--- config.mk ---
export PLATFORM = sky130hd
export DESIGN_NAME = button_debounce_long_press
export DESIGN_NICKNAME = d
export VERILOG_FILES = /design/src/hdl/bdlp_pkg.sv /design/src/hdl/button_debounce_long_press.sv /design/src/hdl/bdlp_lane.sv
export SDC_FILE = /design/constraint.sdc
export NUM_CORES = 2
export LEC_CHECK = 0
export ABC_CLOCK_PERIOD_IN_PS = 7200
export BUFFER_PORTS_ARGS = -buffer_cell sky130_fd_sc_hd__buf_2
export CORE_MARGIN = 5
export CORE_UTILIZATION = 51
export CTS_CLUSTER_SIZE = 28
export DETAILED_ROUTE_END_ITERATION = 8
export GPL_TIMING_DRIVEN = 0
export PLACE_DENSITY = 0.77
export SLEW_MARGIN = 10
export SYNTH_ARGS = -nofsm -noshare
export SYNTH_HDL_FRONTEND = slang
export SYNTH_SLANG_ARGS = --single-unit
--- constraint.sdc ---
create_clock -name clk_i -period 7.2 [get_ports clk_i]
set_input_delay 0.72 -clock clk_i [delete_from_list [all_inputs] [get_ports clk_i]]
set_output_delay 0.72 -clock clk_i [all_outputs]
set_load 0.005 [all_outputs]
--- src/hdl/bdlp_pkg.sv ---
// Shared types and constants for the button debouncer with long-press detection.
// No dependencies; imported by bdlp_lane and button_debounce_long_press.
`timescale 1ns / 1ps

package bdlp_pkg;

  localparam int unsigned BUTTONS_DEFAULT    = 4;
  localparam int unsigned TIME_WIDTH_DEFAULT = 64;

  localparam int unsigned LEVEL_WIDTH = 4;   // port width of the per-button masks
  localparam int unsigned IN_TIME_WIDTH = 64;
  localparam int unsigned CFG_WIDTH   = 32;
  localparam int unsigned FAULT_WIDTH = 32;
  localparam int unsigned CFG_IDX_WIDTH = 1;

  localparam logic [CFG_WIDTH-1:0] DEBOUNCE_RESET = 32'd20;
  localparam logic [CFG_WIDTH-1:0] LONG_RESET     = 32'd1000;

  typedef enum logic [CFG_IDX_WIDTH-1:0] {
    REG_DEBOUNCE = 1'b0,
    REG_LONG     = 1'b1
  } cfg_reg_e;

  typedef enum logic {
    CMD_UPDATE = 1'b0,
    CMD_INIT   = 1'b1
  } cmd_e;

  typedef enum logic {
    STATUS_OK     = 1'b0,
    STATUS_REJECT = 1'b1
  } status_e;

  // per-lane step control, all zero means hold
  typedef struct packed {
    logic init;
    logic fault;
    logic update;
  } lane_ctl_t;

endpackage

--- src/hdl/button_debounce_long_press.sv ---
// Top level of the button debouncer with long-press detection.
// Depends on bdlp_pkg and bdlp_lane.
`timescale 1ns / 1ps

// Debounces up to four buttons from millisecond timestamps and reports
// press, release and long-press events. Every accepted word gives exactly one
// result word. An input register feeds per-button compare logic into an
// output register, so a word is taken every cycle while out_ready_i does not
// stall the output; the rate is set by the lane update, which makes two
// time subtract-and-compares per button. Timing registers written on
// the configuration port take effect at the next accepted initialize, and
// only if debounce_time is non-zero and long_press_time exceeds it; otherwise
// the initialize is answered with a reject status and changes nothing.
module button_debounce_long_press #(
  parameter int unsigned BUTTONS    = bdlp_pkg::BUTTONS_DEFAULT,
  parameter int unsigned TIME_WIDTH = bdlp_pkg::TIME_WIDTH_DEFAULT
) (
  input  logic                                 clk_i,
  input  logic                                 rst_ni,
  input  logic                                 cfg_we_i,
  input  logic [bdlp_pkg::CFG_IDX_WIDTH-1:0]   cfg_index_i,
  input  logic [bdlp_pkg::CFG_WIDTH-1:0]       cfg_data_i,
  input  logic                                 in_valid_i,
  output logic                                 in_ready_o,
  input  logic                                 command_i,
  input  logic [bdlp_pkg::LEVEL_WIDTH-1:0]     raw_levels_i,
  input  logic [bdlp_pkg::IN_TIME_WIDTH-1:0]   time_now_i,
  output logic                                 out_valid_o,
  input  logic                                 out_ready_i,
  output logic                                 status_o,
  output logic [bdlp_pkg::LEVEL_WIDTH-1:0]     press_events_o,
  output logic [bdlp_pkg::LEVEL_WIDTH-1:0]     release_events_o,
  output logic [bdlp_pkg::LEVEL_WIDTH-1:0]     long_press_events_o,
  output logic [bdlp_pkg::LEVEL_WIDTH-1:0]     stable_levels_o,
  output logic                                 clock_fault_o,
  output logic [bdlp_pkg::FAULT_WIDTH-1:0]     fault_total_o
);
  import bdlp_pkg::*;

  // configuration and latched copies
  logic [CFG_WIDTH-1:0] deb_cfg_q, long_cfg_q;
  logic [CFG_WIDTH-1:0] deb_lat_q, long_lat_q;

  // input stage
  logic                  in_vld_q;
  logic                  cmd_q;
  logic [BUTTONS-1:0]    raw_q;
  logic [TIME_WIDTH-1:0] now_q;

  // shared state
  logic [TIME_WIDTH-1:0]  last_time_q;
  logic [FAULT_WIDTH-1:0] fault_cnt_q, fault_cnt_d;

  // output stage
  logic                   out_vld_q;
  logic                   status_q;
  logic [BUTTONS-1:0]     press_q, release_q, long_q, stable_q;
  logic                   fault_q;
  logic [FAULT_WIDTH-1:0] total_q;

  logic               advance;
  logic               is_init, init_ok, init_rej, time_back, do_fault, do_update;
  lane_ctl_t          lane_ctl;
  logic [BUTTONS-1:0] press_w, release_w, long_w, stable_w;

  assign advance    = in_vld_q && (!out_vld_q || out_ready_i);
  assign in_ready_o = !in_vld_q || advance;

  assign is_init   = (cmd_q == CMD_INIT);
  assign init_ok   = is_init && (deb_cfg_q != '0) && (long_cfg_q > deb_cfg_q);
  assign init_rej  = is_init && !init_ok;
  assign time_back = (now_q < last_time_q);
  assign do_fault  = !is_init && time_back;
  assign do_update = !is_init && !time_back;

  assign lane_ctl.init   = advance && init_ok;
  assign lane_ctl.fault  = advance && do_fault;
  assign lane_ctl.update = advance && do_update;

  always_comb begin
    fault_cnt_d = fault_cnt_q;
    if (init_ok) begin
      fault_cnt_d = '0;
    end else if (do_fault) begin
      fault_cnt_d = fault_cnt_q + 1'b1;
    end
  end

  for (genvar b = 0; b < BUTTONS; b++) begin : g_lane
    bdlp_lane #(
      .TIME_WIDTH(TIME_WIDTH)
    ) u_lane (
      .clk_i     (clk_i),
      .rst_ni    (rst_ni),
      .ctl_i     (lane_ctl),
      .raw_i     (raw_q[b]),
      .now_i     (now_q),
      .debounce_i(deb_lat_q),
      .long_i    (long_lat_q),
      .press_o   (press_w[b]),
      .release_o (release_w[b]),
      .long_o    (long_w[b]),
      .stable_o  (stable_w[b])
    );
  end

  always_ff @(posedge clk_i or negedge rst_ni) begin
    if (!rst_ni) begin
      deb_cfg_q  <= DEBOUNCE_RESET;
      long_cfg_q <= LONG_RESET;
    end else if (cfg_we_i) begin
      case (cfg_index_i)
        REG_DEBOUNCE: deb_cfg_q  <= cfg_data_i;
        REG_LONG:     long_cfg_q <= cfg_data_i;
        default:      ;
      endcase
    end
  end

  always_ff @(posedge clk_i or negedge rst_ni) begin
    if (!rst_ni) begin
      deb_lat_q   <= DEBOUNCE_RESET;
      long_lat_q  <= LONG_RESET;
      last_time_q <= '0;
      fault_cnt_q <= '0;
    end else if (advance) begin
      if (init_ok) begin
        deb_lat_q  <= deb_cfg_q;
        long_lat_q <= long_cfg_q;
      end
      if (!init_rej) begin
        last_time_q <= now_q;
      end
      fault_cnt_q <= fault_cnt_d;
    end
  end

  always_ff @(posedge clk_i or negedge rst_ni) begin
    if (!rst_ni) begin
      in_vld_q <= 1'b0;
    end else if (in_ready_o) begin
      in_vld_q <= in_valid_i;
    end
  end

  always_ff @(posedge clk_i) begin
    if (in_valid_i && in_ready_o) begin
      cmd_q <= command_i;
      raw_q <= raw_levels_i[BUTTONS-1:0];
      now_q <= time_now_i[TIME_WIDTH-1:0];
    end
  end

  always_ff @(posedge clk_i or negedge rst_ni) begin
    if (!rst_ni) begin
      out_vld_q <= 1'b0;
    end else if (advance) begin
      out_vld_q <= 1'b1;
    end else if (out_ready_i) begin
      out_vld_q <= 1'b0;
    end
  end

  always_ff @(posedge clk_i) begin
    if (advance) begin
      status_q  <= init_rej ? STATUS_REJECT : STATUS_OK;
      press_q   <= press_w;
      release_q <= release_w;
      long_q    <= long_w;
      stable_q  <= stable_w;
      fault_q   <= do_fault;
      total_q   <= fault_cnt_d;
    end
  end

  assign out_valid_o         = out_vld_q;
  assign status_o            = status_q;
  assign press_events_o      = LEVEL_WIDTH'(press_q);
  assign release_events_o    = LEVEL_WIDTH'(release_q);
  assign long_press_events_o = LEVEL_WIDTH'(long_q);
  assign stable_levels_o     = LEVEL_WIDTH'(stable_q);
  assign clock_fault_o       = fault_q;
  assign fault_total_o       = total_q;

endmodule

--- src/hdl/bdlp_lane.sv ---
// One button lane: candidate/stable levels, timestamps and event detection.
// Depends on bdlp_pkg.
`timescale 1ns / 1ps

module bdlp_lane #(
  parameter int unsigned TIME_WIDTH = bdlp_pkg::TIME_WIDTH_DEFAULT
) (
  input  logic                           clk_i,
  input  logic                           rst_ni,
  input  bdlp_pkg::lane_ctl_t            ctl_i,
  input  logic                           raw_i,
  input  logic [TIME_WIDTH-1:0]          now_i,
  input  logic [bdlp_pkg::CFG_WIDTH-1:0] debounce_i,
  input  logic [bdlp_pkg::CFG_WIDTH-1:0] long_i,
  output logic                           press_o,
  output logic                           release_o,
  output logic                           long_o,
  output logic                           stable_o
);
  import bdlp_pkg::*;

  localparam int unsigned CmpWidth = (TIME_WIDTH > CFG_WIDTH) ? TIME_WIDTH : CFG_WIDTH;

  logic                  cand_q, cand_d;
  logic                  stab_q, stab_d;
  logic                  lr_q, lr_d;
  logic [TIME_WIDTH-1:0] cand_start_q, cand_start_d;
  logic [TIME_WIDTH-1:0] press_start_q, press_start_d;

  logic [TIME_WIDTH-1:0] cand_elapsed;
  logic [TIME_WIDTH-1:0] press_elapsed;
  logic                  cand_held;
  logic                  press_held;
  logic                  long_zero;

  // elapsed times wrap modulo 2^TIME_WIDTH
  assign cand_elapsed  = now_i - cand_start_q;
  assign press_elapsed = now_i - press_start_q;
  assign cand_held  = CmpWidth'(cand_elapsed)  >= CmpWidth'(debounce_i);
  assign press_held = CmpWidth'(press_elapsed) >= CmpWidth'(long_i);
  assign long_zero  = (long_i == '0);

  always_comb begin
    cand_d        = cand_q;
    stab_d        = stab_q;
    lr_d          = lr_q;
    cand_start_d  = cand_start_q;
    press_start_d = press_start_q;
    press_o       = 1'b0;
    release_o     = 1'b0;
    long_o        = 1'b0;
    if (ctl_i.init) begin
      cand_d        = raw_i;
      stab_d        = raw_i;
      lr_d          = 1'b0;
      cand_start_d  = now_i;
      press_start_d = now_i;
    end else if (ctl_i.fault) begin
      cand_start_d = now_i;
    end else if (ctl_i.update) begin
      if (raw_i != cand_q) begin
        cand_d       = raw_i;
        cand_start_d = now_i;
      end else begin
        if ((cand_q != stab_q) && cand_held) begin
          stab_d = cand_q;
          lr_d   = 1'b0;
          if (cand_q) begin
            press_o       = 1'b1;
            press_start_d = now_i;
          end else begin
            release_o = 1'b1;
          end
        end
        // a press starting now has zero elapsed time
        if (stab_d && !lr_d && (press_o ? long_zero : press_held)) begin
          long_o = 1'b1;
          lr_d   = 1'b1;
        end
      end
    end
  end

  assign stable_o = stab_d;

  always_ff @(posedge clk_i or negedge rst_ni) begin
    if (!rst_ni) begin
      cand_q        <= 1'b0;
      stab_q        <= 1'b0;
      lr_q          <= 1'b0;
      cand_start_q  <= '0;
      press_start_q <= '0;
    end else begin
      cand_q        <= cand_d;
      stab_q        <= stab_d;
      lr_q          <= lr_d;
      cand_start_q  <= cand_start_d;
      press_start_q <= press_start_d;
    end
  end

endmodule
Word level (Yosys, flattened, before mapping)
Index checks and enable logic that the tools add are counted.

storage, ports and cells
  flip-flop bits (word level) = 869
  bits in latches = 0
  RAM bits = 0
  bits in read-only memories = 0
  input bits = 107
  output and inout port bits = 52
  word-level logic and storage cells = 341
  memories = 0

operators by class
  $add $sub $neg = 9
  multipliers = 0
  div/mod/pow operators = 0
  $lt $le $gt $ge = 10
  equality and inequality tests = 13
  shifts and indexed selects = 0
  multiplexer cells = 173
  bitwise gates (word level) = 7
  reductions and logical operators = 82

operators by type and width
  cell                                                                     number
  64-bit two-way mux                                                       40
  64-bit by 32-bit >= comparator with 1-bit output                         8
  64-bit subtractor                                                        8
  1-bit two-way mux                                                        131
  64-bit less-than comparator                                              1
  32-bit two-way mux                                                       2
  32-bit by 1-bit adder with 32-bit output, second input constant          1
  32-bit > comparator                                                      1
  32-bit logical NOT                                                       1
  32-bit nonzero test                                                      1
  2-bit nonzero test                                                       14
  3-bit AND reduction                                                      8
  1-bit logical AND                                                        22
  5-bit AND reduction                                                      4
  5-bit OR reduction                                                       4
  2-bit AND reduction                                                      8
  4-bit OR reduction                                                       4
  3-bit nonzero test                                                       5
  1-bit logical NOT                                                        9
  1-bit inequality test                                                    8
  1-bit inverter                                                           7
  2-bit inequality test, second input constant                             3
  2-bit by 1-bit inequality test with 1-bit output, second input constant  2
  1-bit logical OR                                                         2

Depth between registers and ports, before layout
  depth in word-level cells = 16
  mapped depth = 29
  mapped depth without buffers = 27

By module
A second synthesis with hierarchy kept.

unflattened totals
  cells, all modules = 9742
  area total of the unflattened synthesis = 80737.4 sq um

by module, submodules not included
  module                             times used  cells an instance  area an instance (sq um)  sequential area each (sq um)
  bdlp_lane at g_lane[2].u_lane ...  2           2094               16191.8                   3278.1
  bdlp_lane at g_lane[1].u_lane      1           2130               16707.3                   3278.1
  bdlp_lane at g_lane[0].u_lane      1           2037               16270.6                   3278.1
  button_debounce_long_press         1           1387               15376.0                   9248.9

Least setup slack after synthesis
Ideal clock, no wire load.

  path type = register to register
  from = reg now_q[1]
  to = reg g_lane[1].u_lane.press_start_q[43]
  library setup time = 0.128 ns
  data arrival time = 6.022 ns
  required time = 7.072 ns
  slack = 1.051 ns
  cell stages (with the launch flop) = 25
  buffers on the path = 1
  clock period less this slack = 6.149 ns
  cells stage by stage = edfxtp_1 ha_1 nor2b_1 o31ai_1 a21oi_1 a21boi_1 nor3_1 nor2_1 o21a_1 o31ai_1 xor2_1 ha_1 a211o_1 a31oi_1 o2111a_1 o211ai_1 or4_1 nor4_1 nand4_1 nor4_1 nand4_1 nor4_4 o21ai_2 buf_2 mux2_1

on the way
  longest elaborated chain between the ends = 6
  elaborated cells on any way between the ends = 13
  those cells by class = 1 x add/sub; 2 x order compare; 1 x eq/ne; 9 x reduce/logical

ends and longest elaborated chain
  item                                                       line                               text
  start, declared                                            button_debounce_long_press.sv:48   logic [TIME_WIDTH-1:0] now_q;
  start signal, assigned                                     button_debounce_long_press.sv:150  now_q <= time_now_i[TIME_WIDTH-1:0];
  branches (longest 5 deep; another with 64-bit subtractor)  -
  5-bit AND reduction (no source line) *                     -
  end signal, assigned                                       bdlp_lane.sv:98                    press_start_q <= press_start_d;
  end, declared                                              bdlp_lane.sv:28                    logic [TIME_WIDTH-1:0] press_start_q, press_start_d;

Mark *: on every way between the ends.
A chain may end at the register's enable or synchronous reset.

Worst setup path in the final report
  from = reg now_q[0]
  to = reg long_q[2], in the netlist long_press_events_o[2], data pin

on the way
  longest elaborated chain between the ends = 12
  elaborated cells on any way between the ends = 33
  those cells by class = 2 x add/sub; 3 x order compare; 17 x mux; 1 x bitwise; 10 x reduce/logical

ends and longest elaborated chain
  item                                              line                               text
  64-bit subtractor                                 bdlp_lane.sv:37                    assign cand_elapsed = now_i - cand_start_q;
  64-bit by 32-bit >= comparator with 1-bit output  bdlp_lane.sv:39                    assign cand_held = CmpWidth'(cand_elapsed) >= CmpWidth'(debounce_i);
  1-bit logical AND                                 bdlp_lane.sv:65                    if ((cand_q != stab_q) && cand_held) begin
  1-bit two-way mux                                 bdlp_lane.sv:65
  1-bit two-way mux                                 bdlp_lane.sv:61                    if (raw_i != cand_q) begin
  1-bit two-way mux                                 bdlp_lane.sv:60                    end else if (ctl_i.update) begin
  1-bit two-way mux                                 bdlp_lane.sv:58                    end else if (ctl_i.fault) begin
  1-bit two-way mux                                 bdlp_lane.sv:52                    if (ctl_i.init) begin
  1-bit logical NOT                                 bdlp_lane.sv:76                    if (stab_d && !lr_d && (press_o ? long_zero : press_held)) begin
  1-bit logical AND (2 in series)                   bdlp_lane.sv:76
  1-bit two-way mux                                 bdlp_lane.sv:76
  end signal, assigned                              button_debounce_long_press.sv:169  long_q <= long_w;
  end, declared                                     button_debounce_long_press.sv:57   logic [BUTTONS-1:0] press_q, release_q, long_q, stable_q;

Several ways; a longest one is shown, not always the timed one. The select of a mux whose other input is x is not followed.

==> impl_metrics.yaml <==
status:
  run_status: "completed"
timing:
  fin_crit_sh_pct: 100
  slew_violations: 0
  clock.fmax_mhz: 139
  setup_viol: 0
  number_of_hold_violations_in_the_final_report: 0
  finClkSkew_ns: 0.0371
  worst_slew_margin_rel_pct: 8.35
  final_critical_path_setup_slack_ns: 0.000932
  post-route-min-period_ns: 7.20
  actual_slew_at_the_worst_max_slew_pin_ns: 1.37
  final.hold.worst_slack_ns: 0.158
  rsz0062_at_grt: "yes"
yosys:
  ys_top_cells_by_area: "sky130_fd_sc_hd__dfrtp_1, sky130_fd_sc_hd__ha_1, sky130_fd_sc_hd__o21ai_0"
  synthesis.area_mm2: 0.0757
  synth_flop_cell: "sky130_fd_sc_hd__dfrtp_1"
  synth_seq_cells: 869
  netlist_instances: 9283
  synth_enable_flop_cells: 119
  synth_largest_type_area_fraction_pct: 24.2
  yosysTopAreaCell: "sky130_fd_sc_hd__dfrtp_1"
  sequential_to_total_area_share_from_yosys_stat_pct: 29.5
  ys_async_sr_fraction_pct: 86.3
  syn-mean-instance-area_um2: 8.16
  synth.lib_cells_used.distinct: 96
  synth.net_count: 10300
  ys.warnings.count: 0
critical_path:
  critical_path.endpoint_type: "register"
  startpoint: "now_q[0]"
  critical_path.max_fanout: 3
  worst-path-buf-inv: 4
  cp_data_required_time_ns: 7.63
  crit_path_end: "long_press_events_o[2]"
  path_depth: 27
  timing.critical_path.slowest_stage_cell: "sky130_fd_sc_hd__nand4_1"
  critical_r2r_capture: "long_press_events_o[2]"
  cp.arrival_ns: 7.63
  cpMostUsedCell: "sky130_fd_sc_hd__a21oi_1"
  rrSetupSlack_ns: 0.0009
  rr_startpoint: "now_q[0]"
  timing.setup.critical_path_class: "register to register"
  timing.critical_path.slowest_cell_delay_ns: 0.78
  cpLargestDelayFamily: "compound AO/OA/AOI/OAI gates"
  setup.worst_path.start_class: "register"
  rr_worst_depth: 27
place:
  placement.io_buffers: 158
  place_area_mm2: 0.0794
  dpl_hpwl_um: 247000
  placement.setup.worst_slack_ns: -2.69
  gp_congestion: 1.00
  dpl.cell_count: 11400
floorplan:
  die-width_um: 395
  die_y_um: 395
  rows: 141
  i_o_pins: 159
  die_area_mm2: 0.156
  floorplan.initialDensity_pct: 51.3
  placeableCoreArea_mm2: 0.148
power:
  powerDensity_mw_per_mm2: 501
  clockPowerShare_pct: 12.8
  switching_share_pct: 51.4
  power.ir.vdd_worst_uv: 404
  gate_power_share_pct: 69.0
  cellInternalPower_mw: 20.7
  p_switching_mw: 22.0
  power.share.sequential_pct: 18.2
  p_leak_nw: 37.8
cells_and_area:
  final_cells: 11700
  final_layout_size_suffix_gt1_share_pct: 9.86
  stdcell_area_mm2: 0.0852
  layout-area-overhead-vs-synth_pct: 12.5
  nFillCells: 13400
  nNetsFinal: 10700
clocking:
  root_buffer: "sky130_fd_sc_hd__clkbuf_16"
  clkSlewWorstSetupHoldPaths_ns: 0.06
  clock_sinks: 869
  clk_latency_ns: 0.74
  clock_tree.buffer_depth: 3
  htree_levels: 3
  cts_made_buffers: 101
  tritoncts: "yes"
routing:
  post_drt_wl_per_cell_um: 26.8
  vias: 74600
  drcViolationCount: 0
  drt-total-wl_um: 313000
  drt.antenna.violating_nets: 0
  drt-vias-per-instance: 6.37
  drt_iter0_drc: 7256
  drtPass1Iterations: 8
global_routing:
  maximum_number_of_pins_on_one_net_before_global_route_repair: 108
  grt_antenna_before_repair: 25
  globalRouteTotalUtil_pct: 38.3
  globalRoute.totalOverflow: 0
  grt_pass1_vias: 72500
  grt_pass1_wl_um: 453000
job:
  max_cap_violation_count: 0
min_path:
  worstHoldPathType: "input port to register"
worst min-delay path by stage:
stage,start,endpoint,slack (ns),cells after the start
2_1_floorplan,rst_ni,deb_cfg_q[0],0.42,0
3_3_place_gp,g_lane[3].u_lane.press_start_q[35],g_lane[3].u_lane.press_start_q[35],0.47,1
3_5_place_dp,deb_lat_q[5],deb_lat_q[5],0.47,2
4_1_cts,time_now_i[21],now_q[21],0.11,1
5_1_grt,time_now_i[47],now_q[47],0.13,1
6_report,time_now_i[46],now_q[46],0.16,1
per-stage QoR:
stage	power (mW)	util (%)	TNS (ns)
finish	42.7	57.7	0
global route	45.9	57.7	-4.81
CTS	41.8	57.3	0
detailed placement	35.7	53.8	-448.33
global placement	35.1	53.5	-8624.02
floorplan	27.3	-	0
Yosys cell counts, drive strengths merged, types with 109 or more instances:
master and instances:
edfxtp 119, nand3 149, o21a 109, a21oi 829, dfrtp 734, xnor2 227, a21o 269, ha 856
inv 826, xor2 170, nand4 282, o21ai 938, nor2 521, nand2 1077, clkbuf 379, nor3 137
mux2 310
final cells by class:
class	count	area, um2	area share, %
multi-input cells	7125	49200	57.7
inverters	826	3100	3.64
clock buffers	135	2880	3.38
plain buffers	457	2050	2.41
repair buffers	312	2590	3.04
well taps	1930	2410	2.83
clock inverters	53	627	0.736
diodes	7	17.5	0.0206
flip-flops and latches	869	22400	26.2
cell usage in the layout (no fill, tap or decap), types with 148 or more instances in the layout:
master	netlist	final
sky130_fd_sc_hd__nand2_1	1077	1077
sky130_fd_sc_hd__o21ai_0	911	896
sky130_fd_sc_hd__ha_1	856	851
sky130_fd_sc_hd__inv_1	826	825
sky130_fd_sc_hd__a21oi_1	828	816
sky130_fd_sc_hd__dfrtp_1	734	734
sky130_fd_sc_hd__nor2_1	521	519
sky130_fd_sc_hd__clkbuf_1	360	364
sky130_fd_sc_hd__nand4_1	282	282
sky130_fd_sc_hd__a21o_1	269	269
sky130_fd_sc_hd__xnor2_1	227	227
sky130_fd_sc_hd__mux2_2	183	183
sky130_fd_sc_hd__buf_2	19	171
sky130_fd_sc_hd__xor2_1	170	170
sky130_fd_sc_hd__buf_4	50	155
sky130_fd_sc_hd__nand3_1	149	148
registers in the layout, summed over array words and instances (netlist names), 4 cells and up:
register                     cells
g_lane.u_lane.cand_start_q     256
g_lane.u_lane.press_start_q    256
last_time_q                     64
now_q                           64
deb_cfg_q                       32
deb_lat_q                       32
fault_cnt_q                     32
fault_total_o                   32
long_cfg_q                      32
long_lat_q                      32
g_lane.u_lane.cand_q             4
g_lane.u_lane.lr_q               4
g_lane.u_lane.stab_q             4
long_press_events_o              4
press_events_o                   4
raw_q                            4
release_events_o                 4
stable_levels_o                  4
metal layers:
metal | vias to the layer above | wire (um) | share of wire, % | GRT usage (%)
li1 | 34200 | - | - | -
met2 | 3270 | 142000 | 45 | 62.7
met3 | 854 | 25800 | 8.2 | 6.22
met5 | - | 52 | 0.017 | 0
met1 | 36200 | 121000 | 39 | 47.4
met4 | 6 | 24000 | 7.7 | 23.7
what timing repair did:
item / in CTS / in global routing
setup endpoints to repair: 353 / 250
gates resized for setup: 96 / 85
setup buffers: 111 / 17
hold endpoints to repair: 46 / 0
pin swaps: 17 / 36
hold buffers: 1 / 0
cloned: 0 / 3
cells by family after synthesis:
kind of cell,Yosys count,share of synthesized area (%)
AOI/OAI and AO/OA,2872,23.2
xor gates and xnor gates,397,4.59
and+or+nand+nor,2648,16.5
adders and majority gates,864,14.4
DFF,869,29.5
buffers and inverters,1290,6.76
muxes,343,5.04
power by group through the flow:
stage / Clock, mW / Combinational (mW) / Sequential [mW]
6_report: 5.48 / 29.5 / 7.75
5_1_grt: 5.73 / 32.2 / 7.93
4_1_cts: 5.53 / 28.5 / 7.72
3_5_place_dp: 0 / 27.8 / 7.85
3_3_place_gp: 0 / 27.3 / 7.81
2_1_floorplan: 0 / 19.8 / 7.49
Power figures use the tool's default switching activity.
